File: config.mk
export PLATFORM = sky130hd
export DESIGN_NAME = matrix_pair_distance_unit_flat
export DESIGN_NICKNAME = d
export VERILOG_FILES = /design/src/rtl/mpd_pkg.sv /design/src/rtl/mpd_if.sv /design/src/rtl/mpd_cfg_regs.sv /design/src/rtl/mpd_front.sv /design/src/rtl/mpd_term.sv /design/src/rtl/mpd_accum.sv /design/src/rtl/matrix_pair_distance_unit.sv /design/src/flat_wrapper.sv
export SDC_FILE = /design/constraint.sdc
export NUM_CORES = 1
export LEC_CHECK = 0
export BUFFER_PORTS_ARGS = -buffer_cell sky130_fd_sc_hd__buf_2
export CAP_MARGIN = 20
export CORE_MARGIN = 2
export CORE_UTILIZATION = 50
export CTS_CLUSTER_DIAMETER = 120
export DETAILED_ROUTE_END_ITERATION = 7
export PLACE_DENSITY_LB_ADDON = 0.15
export SLEW_MARGIN = 20
export SYNTH_ARGS = -nofsm -noshare
export SYNTH_HDL_FRONTEND = slang
export SYNTH_SLANG_ARGS = --single-unit
File: constraint.sdc
create_clock -name clk -period 24.6 [get_ports clk]
set_input_delay 1.23 -clock clk [delete_from_list [all_inputs] [get_ports clk]]
set_output_delay 1.23 -clock clk [all_outputs]
set_load 0.02 [all_outputs]
File: src/rtl/mpd_pkg.sv
`timescale 1ns / 1ps
// Package for the matrix pair distance unit: field widths, register codes and
// the stage structs passed between the pipeline modules. No dependencies.
package mpd_pkg;

  localparam int VAL_W     = 18;
  localparam int IDX_W     = 6;
  localparam int SIZE_W    = 7;
  localparam int MASK_W    = 64;
  localparam int SUM_W     = 42;
  localparam int CFG_IDX_W = 2;
  localparam int CFG_DAT_W = 64;
  localparam int WIDE_W    = 64;

  localparam logic [SUM_W-1:0] SUM_MAX = {SUM_W{1'b1}};

  typedef enum logic [CFG_IDX_W-1:0] {
    REG_MATRIX_SIZE   = 2'd0,
    REG_DISTANCE_MODE = 2'd1,
    REG_CLASS_MASK    = 2'd2
  } cfg_reg_t;

  typedef struct packed {
    logic [SIZE_W-1:0] matrix_size;
    logic              sq_mode;
    logic [MASK_W-1:0] class_mask;
  } cfg_state_t;

  typedef struct packed {
    logic signed [VAL_W-1:0] a;
    logic signed [VAL_W-1:0] b;
    logic [IDX_W-1:0]        row;
    logic                    active;
    logic                    in_class;
    logic                    row_end;
    logic                    last;
    logic                    sq_mode;
  } pair_stage_t;

  typedef struct packed {
    logic [SUM_W-1:0] term;
    logic [IDX_W-1:0] row;
    logic             in_class;
    logic             row_end;
    logic             last;
  } term_stage_t;

endpackage

File: src/rtl/mpd_if.sv
`timescale 1ns / 1ps
// Channel interfaces of the matrix pair distance unit: pair input, row result
// output and configuration write. Depends on mpd_pkg.
interface mpd_pair_if import mpd_pkg::*; ();
  logic                    valid;
  logic                    ready;
  logic signed [VAL_W-1:0] first_value;
  logic signed [VAL_W-1:0] second_value;
  modport source (output valid, first_value, second_value, input ready);
  modport sink (input valid, first_value, second_value, output ready);
endinterface

interface mpd_row_if import mpd_pkg::*; ();
  logic             valid;
  logic             ready;
  logic [IDX_W-1:0] row_index;
  logic [SUM_W-1:0] row_distance;
  logic [SUM_W-1:0] class_distance;
  logic             last_row;
  modport source (output valid, row_index, row_distance, class_distance, last_row,
                  input ready);
  modport sink (input valid, row_index, row_distance, class_distance, last_row,
                output ready);
endinterface

interface mpd_cfg_if import mpd_pkg::*; ();
  logic                 valid;
  logic                 ready;
  logic [CFG_IDX_W-1:0] index;
  logic [CFG_DAT_W-1:0] data;
  modport source (output valid, index, data, input ready);
  modport sink (input valid, index, data, output ready);
endinterface

File: src/rtl/mpd_cfg_regs.sv
`timescale 1ns / 1ps
// Configuration register file: matrix size, distance mode and class mask.
// Depends on mpd_pkg and mpd_cfg_if.
module mpd_cfg_regs import mpd_pkg::*; (
  input  logic       clk,
  input  logic       rst,
  mpd_cfg_if.sink    cfg,
  output cfg_state_t regs
);

  assign cfg.ready = 1'b1;

  always_ff @(posedge clk) begin
    if (rst) begin
      regs.matrix_size <= SIZE_W'(64);
      regs.sq_mode     <= 1'b0;
      regs.class_mask  <= '0;
    end else if (cfg.valid) begin
      case (cfg_reg_t'(cfg.index))
        REG_MATRIX_SIZE:   regs.matrix_size <= cfg.data[SIZE_W-1:0];
        REG_DISTANCE_MODE: regs.sq_mode     <= cfg.data[0];
        REG_CLASS_MASK:    regs.class_mask  <= cfg.data[MASK_W-1:0];
        default: ;
      endcase
    end
  end

endmodule

File: src/rtl/mpd_front.sv
`timescale 1ns / 1ps
// Input stage: row and column counters, position flags and the input register.
// Depends on mpd_pkg and mpd_pair_if.
module mpd_front import mpd_pkg::*; #(
  parameter int MAX_GENES = 64
) (
  input  logic        clk,
  input  logic        rst,
  input  cfg_state_t  regs,
  input  logic        advance,
  mpd_pair_if.sink    pairs,
  output pair_stage_t p,
  output logic        p_valid
);

  logic [IDX_W-1:0]  col;
  logic [IDX_W-1:0]  row;
  logic [SIZE_W-1:0] size_eff;
  logic [SIZE_W-1:0] last_idx;
  logic              row_end;
  logic              last;
  logic              accept;

  assign pairs.ready = advance;
  assign accept      = pairs.valid && advance;

  always_comb begin
    size_eff = regs.matrix_size;
    if (size_eff < SIZE_W'(2)) size_eff = SIZE_W'(2);
    if (size_eff > SIZE_W'(MAX_GENES)) size_eff = SIZE_W'(MAX_GENES);
    last_idx = size_eff - SIZE_W'(1);
    row_end  = {1'b0, col} >= last_idx;
    last     = {1'b0, row} >= last_idx;
  end

  always_ff @(posedge clk) begin
    if (rst) begin
      col     <= '0;
      row     <= '0;
      p_valid <= 1'b0;
    end else if (advance) begin
      p_valid <= accept;
      if (accept) begin
        if (row_end) begin
          col <= '0;
          row <= last ? '0 : row + IDX_W'(1);
        end else begin
          col <= col + IDX_W'(1);
        end
      end
    end
  end

  always_ff @(posedge clk) begin
    if (accept) begin
      p.a        <= pairs.first_value;
      p.b        <= pairs.second_value;
      p.row      <= row;
      p.active   <= row != col;
      p.in_class <= regs.class_mask[row] && regs.class_mask[col];
      p.row_end  <= row_end;
      p.last     <= last;
      p.sq_mode  <= regs.sq_mode;
    end
  end

endmodule

File: src/rtl/mpd_term.sv
`timescale 1ns / 1ps
// Term stage: difference, magnitude, square, scaling to Q.32 and saturation.
// Depends on mpd_pkg.
module mpd_term import mpd_pkg::*; #(
  parameter int FRAC_BITS = 16
) (
  input  logic        clk,
  input  logic        rst,
  input  logic        advance,
  input  pair_stage_t p,
  input  logic        p_valid,
  output term_stage_t t,
  output logic        t_valid
);

  localparam int ABS_SH = 32 - FRAC_BITS;
  localparam int SQ_SH  = 2 * FRAC_BITS - 32;

  logic signed [VAL_W:0]   diff;
  logic [VAL_W-1:0]        mag;
  logic [2*VAL_W-1:0]      sq;
  logic [WIDE_W-1:0]       abs_wide;
  logic [WIDE_W-1:0]       sq_wide;
  logic [WIDE_W-1:0]       wide;
  logic [SUM_W-1:0]        term;

  always_comb begin
    diff = {p.a[VAL_W-1], p.a} - {p.b[VAL_W-1], p.b};
    mag  = diff[VAL_W] ? VAL_W'(-diff) : diff[VAL_W-1:0];
    sq   = mag * mag;
  end

  assign abs_wide = WIDE_W'(mag) << ABS_SH;

  generate
    if (SQ_SH >= 0) begin : g_sq_right
      assign sq_wide = WIDE_W'(sq) >> SQ_SH;
    end else begin : g_sq_left
      assign sq_wide = WIDE_W'(sq) << (-SQ_SH);
    end
  endgenerate

  always_comb begin
    wide = p.sq_mode ? sq_wide : abs_wide;
    if (!p.active) term = '0;
    else if (wide > WIDE_W'(SUM_MAX)) term = SUM_MAX;
    else term = wide[SUM_W-1:0];
  end

  always_ff @(posedge clk) begin
    if (rst) begin
      t_valid <= 1'b0;
    end else if (advance) begin
      t_valid <= p_valid;
    end
  end

  always_ff @(posedge clk) begin
    if (advance && p_valid) begin
      t.term     <= term;
      t.row      <= p.row;
      t.in_class <= p.in_class;
      t.row_end  <= p.row_end;
      t.last     <= p.last;
    end
  end

endmodule

File: src/rtl/mpd_accum.sv
`timescale 1ns / 1ps
// Accumulate stage: saturating row and class sums and the result register.
// Depends on mpd_pkg and mpd_row_if.
module mpd_accum import mpd_pkg::*; (
  input  logic        clk,
  input  logic        rst,
  input  term_stage_t t,
  input  logic        t_valid,
  output logic        advance,
  mpd_row_if.source   rows
);

  logic [SUM_W-1:0] row_sum;
  logic [SUM_W-1:0] class_sum;
  logic [SUM_W:0]   row_add;
  logic [SUM_W:0]   class_add;
  logic [SUM_W-1:0] row_sum_next;
  logic [SUM_W-1:0] class_sum_next;
  logic             step;

  assign advance = !rows.valid || rows.ready;
  assign step    = advance && t_valid;

  always_comb begin
    row_add        = {1'b0, row_sum} + {1'b0, t.term};
    class_add      = {1'b0, class_sum} + {1'b0, t.term};
    row_sum_next   = row_add[SUM_W] ? SUM_MAX : row_add[SUM_W-1:0];
    class_sum_next = class_sum;
    if (t.in_class) class_sum_next = class_add[SUM_W] ? SUM_MAX : class_add[SUM_W-1:0];
  end

  always_ff @(posedge clk) begin
    if (rst) begin
      row_sum    <= '0;
      class_sum  <= '0;
      rows.valid <= 1'b0;
    end else if (advance) begin
      rows.valid <= t_valid && t.row_end;
      if (t_valid) begin
        row_sum   <= t.row_end ? '0 : row_sum_next;
        class_sum <= (t.row_end && t.last) ? '0 : class_sum_next;
      end
    end
  end

  always_ff @(posedge clk) begin
    if (step && t.row_end) begin
      rows.row_index      <= t.row;
      rows.row_distance   <= row_sum_next;
      rows.class_distance <= class_sum_next;
      rows.last_row       <= t.last;
    end
  end

endmodule

File: src/rtl/matrix_pair_distance_unit.sv
`timescale 1ns / 1ps
// Matrix pair distance unit: per-row and class-pair difference sums of two
// square matrices. Depends on mpd_pkg, mpd_if and the mpd_* stage modules.
//
// Usage:
//   pairs: one element pair per item, both matrices in row-major order.
//   rows:  one item at the end of each row with the row's off-diagonal sum,
//          the running class sum and last_row on the final row.
//   cfg:   register writes (0 matrix_size, 1 distance_mode, 2 class_mask),
//          always ready; write only while no pair is in flight.
// Throughput: one pair per cycle while no result stalls, using the single
//   multiplier in the term stage and the accumulator loop on the sum registers.
// Path: the input register loads a row's last pair at the edge that accepts it,
//   then the term register and the result register take it in turn.
// Stall: while a result waits on rows.ready the whole pipeline holds and
//   pairs.ready is low; ready returns in the cycle the result is taken.
// Reset: counters and sums clear, matrix_size returns to 64, distance_mode
//   to absolute difference, class_mask to empty.
module matrix_pair_distance_unit import mpd_pkg::*; #(
  parameter int MAX_GENES = 64,
  parameter int FRAC_BITS = 16
) (
  input  logic      clk,
  input  logic      rst,
  mpd_cfg_if.sink   cfg,
  mpd_pair_if.sink  pairs,
  mpd_row_if.source rows
);

  cfg_state_t  regs;
  pair_stage_t p;
  logic        p_valid;
  term_stage_t t;
  logic        t_valid;
  logic        advance;

  mpd_cfg_regs u_cfg_regs (
    .clk  (clk),
    .rst  (rst),
    .cfg  (cfg),
    .regs (regs)
  );

  mpd_front #(.MAX_GENES(MAX_GENES)) u_front (
    .clk     (clk),
    .rst     (rst),
    .regs    (regs),
    .advance (advance),
    .pairs   (pairs),
    .p       (p),
    .p_valid (p_valid)
  );

  mpd_term #(.FRAC_BITS(FRAC_BITS)) u_term (
    .clk     (clk),
    .rst     (rst),
    .advance (advance),
    .p       (p),
    .p_valid (p_valid),
    .t       (t),
    .t_valid (t_valid)
  );

  mpd_accum u_accum (
    .clk     (clk),
    .rst     (rst),
    .t       (t),
    .t_valid (t_valid),
    .advance (advance),
    .rows    (rows)
  );

endmodule

File: src/flat_wrapper.sv
// flat-port wrapper written by rule: the top's interface ports become plain ports
module matrix_pair_distance_unit_flat import mpd_pkg::*;
#(
  parameter int MAX_GENES = 64,
  parameter int FRAC_BITS = 16
)
  (clk, rst, cfg_valid, cfg_index, cfg_data, cfg_ready, pairs_valid, pairs_first_value, pairs_second_value, pairs_ready, rows_valid, rows_row_index, rows_row_distance, rows_class_distance, rows_last_row, rows_ready);
  mpd_cfg_if cfg_i ();
  mpd_pair_if pairs_i ();
  mpd_row_if rows_i ();
  input  logic clk;
  input  logic rst;
  input wire logic [$bits(cfg_i.valid)-1:0] cfg_valid;
  input wire logic [$bits(cfg_i.index)-1:0] cfg_index;
  input wire logic [$bits(cfg_i.data)-1:0] cfg_data;
  output wire logic [$bits(cfg_i.ready)-1:0] cfg_ready;
  input wire logic [$bits(pairs_i.valid)-1:0] pairs_valid;
  input wire logic [$bits(pairs_i.first_value)-1:0] pairs_first_value;
  input wire logic [$bits(pairs_i.second_value)-1:0] pairs_second_value;
  output wire logic [$bits(pairs_i.ready)-1:0] pairs_ready;
  output wire logic [$bits(rows_i.valid)-1:0] rows_valid;
  output wire logic [$bits(rows_i.row_index)-1:0] rows_row_index;
  output wire logic [$bits(rows_i.row_distance)-1:0] rows_row_distance;
  output wire logic [$bits(rows_i.class_distance)-1:0] rows_class_distance;
  output wire logic [$bits(rows_i.last_row)-1:0] rows_last_row;
  input wire logic [$bits(rows_i.ready)-1:0] rows_ready;
  assign cfg_i.valid = cfg_valid;
  assign cfg_i.index = cfg_index;
  assign cfg_i.data = cfg_data;
  assign cfg_ready = cfg_i.ready;
  assign pairs_i.valid = pairs_valid;
  assign pairs_i.first_value = pairs_first_value;
  assign pairs_i.second_value = pairs_second_value;
  assign pairs_ready = pairs_i.ready;
  assign rows_valid = rows_i.valid;
  assign rows_row_index = rows_i.row_index;
  assign rows_row_distance = rows_i.row_distance;
  assign rows_class_distance = rows_i.class_distance;
  assign rows_last_row = rows_i.last_row;
  assign rows_i.ready = rows_ready;
  matrix_pair_distance_unit #(.MAX_GENES(MAX_GENES), .FRAC_BITS(FRAC_BITS)) u_core (.clk(clk), .rst(rst), .cfg(cfg_i), .pairs(pairs_i), .rows(rows_i));
endmodule
**Word-level counts from Yosys, hierarchy flattened**

Cells that the tools add are included.
Widths: inputs -> output; s select.

- Register bits after elaboration: 360
- Output and inout port bits: 94

- Reduce and logical (&&, ||, !) cells: 16
- $mul: 1
- Eq/ne operators: 3
- Add/sub/neg operators: 7
- $lt $le $gt $ge: 7
- Mux-type cells: 16

Operators with widths:

| cell | count |
|---|---|
| $mux 42 | 6 |
| $add 42x42->43 | 2 |
| $gt 36x42->1 const B | 1 |
| $mul 18x18->36 | 1 |
| $mux 36 | 1 |
| $sub 18x18->19 | 1 |
| $mux 18 | 1 |
| $neg 18->18 | 1 |
| $ge 6x7->1 | 2 |
| $lt 6x7->1 const B | 2 |
| $mux 7 | 2 |
| $add 6x1->6 const B | 2 |
| $bmux 1 s6 | 2 |
| $mux 6 | 2 |
| $reduce_and 2->1 | 5 |
| $gt 7x7->1 const B | 1 |
| $logic_and 1x1->1 | 7 |
| $lt 7x2->1 const B | 1 |
| $sub 7x1->7 const B | 1 |
| $ne 6x6->1 | 1 |
| $reduce_and 3->1 | 1 |
| $eq 2x1->1 const B | 1 |
| $eq 2x2->1 const B | 1 |
| $logic_not 2->1 | 1 |
| other kinds (3) | 4 |

**Longest topological paths before layout**

- Depth in word-level cells: 7
- Gate-level depth with buffers: 39
- Gate-level depth less buffers: 38

**Modules after synthesis**

Synthesis repeated with hierarchy kept, for this count alone.

- Cell total of the unflattened synthesis: 3,059
- Area total of the unflattened synthesis: 29,868.6 um2

Modules (own cells, without submodules):

| module | sequential area each (um2) | times used | cells an instance | area each (um2) |
|---|---|---|---|---|
| mpd_term | 1,341.3 | 1 | 1,377 | 12,142.9 |
| mpd_accum | 4,434.3 | 1 | 1,113 | 10,844.2 |
| mpd_front | 1,671.6 | 1 | 260 | 3,683.5 |
| mpd_cfg_regs | 1,441.4 | 1 | 309 | 3,198.1 |

**Worst setup path after synthesis**

OpenSTA, ideal clock, no wires.

- Path type: reg-to-reg
- Start: reg u_core.u_front.p[11] (netlist name)
- End: reg u_core.u_term.t[44] (netlist name)
- Stages on the path, launching flop included: 35
- Data arrival time: 8,742 ps
- Setup time: 261 ps
- Path buffers: 2
- Setup slack: 15,597 ps
- Path through: edfxtp_1 > ha_1 > fa_1 > nand2b_1 > a21oi_1 > xor2_1 > a211oi_1 > o2111ai_1 > nor3_1 > a21oi_1 > xnor2_1 > clkbuf_1 > clkbuf_1 > nor2_1 > fa_1 > inv_1 > fa_1 > fa_1 > inv_1 > fa_1 > inv_1 > fa_1 > inv_1 > fa_1 > ha_1 > a2111oi_0 > nor3_1 > a21oi_1 > nand2_1 > a2111oi_0 > nor2_1 > o41a_1 > a31oi_1 > o21ai_0 > nor3b_2

- Cells in the longest elaborated chain, start to end: 7

RTL lines:

| what | RTL line | source |
|---|---|---|
| $sub 18x18->19 * | mpd_term.sv:28 | `diff = {p.a[VAL_W-1], p.a} - {p.b[VAL_W-1], p.b};` |
| $neg 18->18 | mpd_term.sv:29 | `mag = diff[VAL_W] ? VAL_W'(-diff) : diff[VAL_W-1:0];` |
| $mux 18 * | mpd_term.sv:29 |  |
| $mul 18x18->36 | mpd_term.sv:30 | `sq = mag * mag;` |
| $mux 36 * | mpd_term.sv:44 | `wide = p.sq_mode ? sq_wide : abs_wide;` |
| $gt 36x42->1 | mpd_term.sv:46 | `else if (wide > WIDE_W'(SUM_MAX)) term = SUM_MAX;` |
| $mux 42 * | mpd_term.sv:46 |  |

Mark *: on every way between the ends. The rest lies on a longest branch, timed or not.
A chain may end at the register's enable or synchronous reset.

**Worst setup path after layout**

- Start: reg u_core.u_front.p[11] (netlist name)
- End: reg u_core.u_term.t[44] (netlist name)

- Cells in the longest elaborated chain, start to end: 7

RTL lines:

| what | RTL line |
|---|---|
| $sub 18x18->19 * | mpd_term.sv:28 |
| $neg 18->18 | mpd_term.sv:29 |
| $mux 18 * | mpd_term.sv:29 |
| $mul 18x18->36 | mpd_term.sv:30 |
| $mux 36 * | mpd_term.sv:44 |
| $gt 36x42->1 | mpd_term.sv:46 |
| $mux 42 * | mpd_term.sv:46 |

Marks and branches as above.

==> results by group <==
Floorplanning
  – Die Y: 240.9 um
  – Initial Utilization: 50.73%
  – I/O pin count: 201
  – Die area: 58030 um^2
  – Core Region: 55310 um^2
  – # rows: 86
  – Chip Width: 240.9 um

STA
  – Worst slew pin tran: 1105 ps
  – Clk_skew: 24.15 ps
  – Max Freq: 0.09682 GHz
  – Minimum clock period after layout: 10330 ps
  – Period utilisation layout: 41.98%
  – Final hold vios: 0
  – WHS: 418.1 ps
  – Final-report setup violation count: 0
  – Pins Over Slew Limit: 0
  – Relative slew margins: 26.21%
  – RSZ-0062 raised after global routing: no
  – Setup TNS: 0 ps

Yosys
  – Unique masters post-synth: 91
  – Synth Warn #: 0
  – Syn_nets: 3454
  – Register area share after synthesis: 31.68%
  – Mapped Area: 28060 um^2
  – Mapped Cells: 2915
  – Main synth FF type: edfxtp_1
  – Post-synthesis register bit count: 353
  – Mean Syn Cell Area: 9.625 um^2
  – Synth async-reset ratio: 0%
  – Post-synth EDFFs: 182

Placed design
  – Final HPWL DP: 52810 um
  – PortBufs: 199
  – GPL Wtd Cong: 0.9244

Setup path
  – Cell count along the critical path: 35
  – Worst Path Required: 24900 ps
  – Reg-to-reg slack, setup: 14270 ps
  – CP startpoint: u_core.u_front.p[11]$_DFFE_PP_
  – CP Launch Type: flop
  – CP top delay family: adder cells
  – Cell mode on critical path: fa_1
  – Worst r2r dst: u_core.u_term.t[44]$_SDFFCE_PN0P_
  – Reg2reg start: u_core.u_front.p[11]$_DFFE_PP_
  – Buf/Inv on CP: 7
  – CP endpoint: u_core.u_term.t[44]$_SDFFCE_PN0P_
  – Crit Path Class: reg -> reg
  – Crit path max fanout: 12
  – Max incr delay on CP: 640 ps
  – CP max-delay cell: a2111oi_0
  – Worst setup EP type: flop
  – Worst reg-to-reg path cell count: 35
  – Data arrival, critical path: 10630 ps

Global route
  – Vias in the first global route: 21572
  – Grt ovf: 0
  – Initial antenna violation count: 0
  – Largest net degree at the start of global routing: 94
  – Global Route Usage Sum: 24.10%
  – First-pass GRT wire length: 111000 um

Clocking
  – CTS buffer count: 40
  – Setup Buffers After CTS: 0
  – CTS tree: yes
  – Cts repair resizes: 0
  – CTS Sinks: 353
  – CTS root buffer: clkbuf_16
  – CTS Buffer Depth: 3
  – Post-CTS Hold Buffers: 0
  – H-tree depth: 2
  – Worst-path clk slew: 60 ps
  – Worst-skew pair later-pin latency: 570 ps

Final layout
  – # fillers: 4913
  – Multi-input combinational cell area: 17260 um^2
  – Net total in the final layout: 3606
  – Layout cells sized above 1: 12.68%
  – Most frequent cells in the layout: inv_1, nand2_1, nor2_1, fa_1, ha_1
  – Commonest non-fill, non-tap cell in the layout: inv_1
  – Layout area overhead: 10.64%
  – Inserted Diodes: 0
  – Sequential Area: 8889 um^2

Routing
  – Residual DRC: 0
  – WL final: 69450 um
  – DRT iter0 DRCs: 1212
  – WL per Instance: 18.05 um
  – Vias per cell: 5.589
  – Via count: 21499
  – First-pass detailed-route iteration total: 5
  – DRT antenna net count: 0

Run
  – Total of max-cap violations: 0

Run status
  – Status: finished clean

Hold path
  – HP Class: reg -> reg
Yosys cell counts (6+ instances only):
master | number | area, um^2
o2111ai_1 | 7 | 61.31
nor3b_1 | 11 | 82.58
mux2i_1 | 13 | 130.1
xnor2_1 | 67 | 586.8
a211oi_1 | 30 | 225.2
nand2_1 | 303 | 1137
fa_1 | 218 | 4364
nand2b_1 | 44 | 275.3
o31ai_1 | 9 | 67.56
mux2_2 | 7 | 78.83
a21o_1 | 77 | 578.1
dfxtp_1 | 171 | 3423
xor2_1 | 63 | 551.8
a31oi_1 | 36 | 225.2
nand3_1 | 41 | 205.2
edfxtp_1 | 182 | 5465
o211ai_1 | 8 | 60.06
nor2b_1 | 22 | 137.6
and4_1 | 6 | 52.55
and2_1 | 11 | 68.82
a21oi_1 | 208 | 1041
ha_1 | 214 | 2678
o21ai_0 | 77 | 385.4
buf_2 | 13 | 65.06
a22o_1 | 67 | 586.8
nor3_1 | 35 | 175.2
mux4_2 | 42 | 945.9
or3_1 | 13 | 81.33
o21bai_1 | 19 | 142.6
and3_1 | 19 | 118.9
nand4_1 | 25 | 156.4
a221oi_1 | 6 | 52.55
o21a_1 | 21 | 157.7
inv_1 | 369 | 1385
clkbuf_1 | 86 | 322.8
nand3b_1 | 6 | 45.04
nor2_1 | 244 | 915.9
or2_2 | 11 | 68.82
buf_1 | 13 | 48.80
state kept, by name, indices dropped and copies added (netlist names):
register	cells
u_core.u_accum.rows.class_distance	42
u_core.u_accum.rows.last_row	1
u_core.u_front.row	6
u_core.u_front.col	6
u_core.u_cfg_regs.regs	72
u_core.u_accum.rows.row_distance	42
u_core.u_front.p	47
u_core.u_accum.class_sum	42
u_core.u_accum.rows.row_index	6
u_core.u_accum.row_sum	42
u_core.u_accum.rows.valid	1
u_core.u_front.p_valid	1
u_core.u_term.t	44
u_core.u_term.t_valid	1
layer usage:
metal	track usage [%]	part of all wire [%]	vias up
met4	9.633	4.1	0
li1	-	-	10319
met2	39.46	47	677
met1	32.08	43	10355
met5	0	0	-
met3	3.843	6.1	148
logic make-up (layout without fill, tap and decap cells):
logic type | Yosys count | after routing | synth area share (%)
compound gates | 628 | 628 | 14.82
xor+xnor | 133 | 133 | 4.232
fa+ha+maj | 432 | 432 | 25.10
buf+inv | 498 | 682 | 6.957
flops | 353 | 353 | 31.68
mux | 62 | 62 | 4.116
other cells | 1 | 1 | 0.01337
simple gates | 808 | 808 | 13.09
metrics by stage:
stage	worst slack (ps)	util, %	area (um^2)	std cells
global placement	14530	53.75	29730	3773
floorplan	15600	-	28060	2915
finish	14270	56.13	31040	3847
global route	13700	56.13	31040	3847
detailed placement	14350	53.75	29730	3773
CTS	14330	56.12	31040	3847
worst min-delay path by stage:
stage	start	end	slack (ps)	depth (start not counted)
floorplan	u_core.u_term.t[3]$_DFFE_PP_	u_core.u_accum.rows.row_index[0]$_DFFE_PP_	400	0
global placement	u_core.u_front.p[1]$_DFFE_PP_	u_core.u_term.t[0]$_DFFE_PP_	400	0
detailed placement	u_core.u_term.t[8]$_DFFE_PP_	u_core.u_accum.rows.row_index[5]$_DFFE_PP_	400	0
CTS	u_core.u_front.p[5]$_DFFE_PP_	u_core.u_term.t[3]$_DFFE_PP_	420	0
global route	u_core.u_front.p[5]$_DFFE_PP_	u_core.u_term.t[3]$_DFFE_PP_	430	0
finish	u_core.u_front.p[5]$_DFFE_PP_	u_core.u_term.t[3]$_DFFE_PP_	420	0
final cells by class:
type | count | area share, %
Clock buffer | 47 | 3.406
Clock inverter | 27 | 0.8262
Inverter | 378 | 4.582
Multi-Input combinational cell | 2064 | 55.58
Sequential cell | 353 | 28.63
Tap cell | 748 | 3.015
Timing Repair Buffer | 230 | 3.958
Power is left out: the tool's default activity adds up to more than one toggle a clock period on the data nets, which glitch-free logic cannot reach.
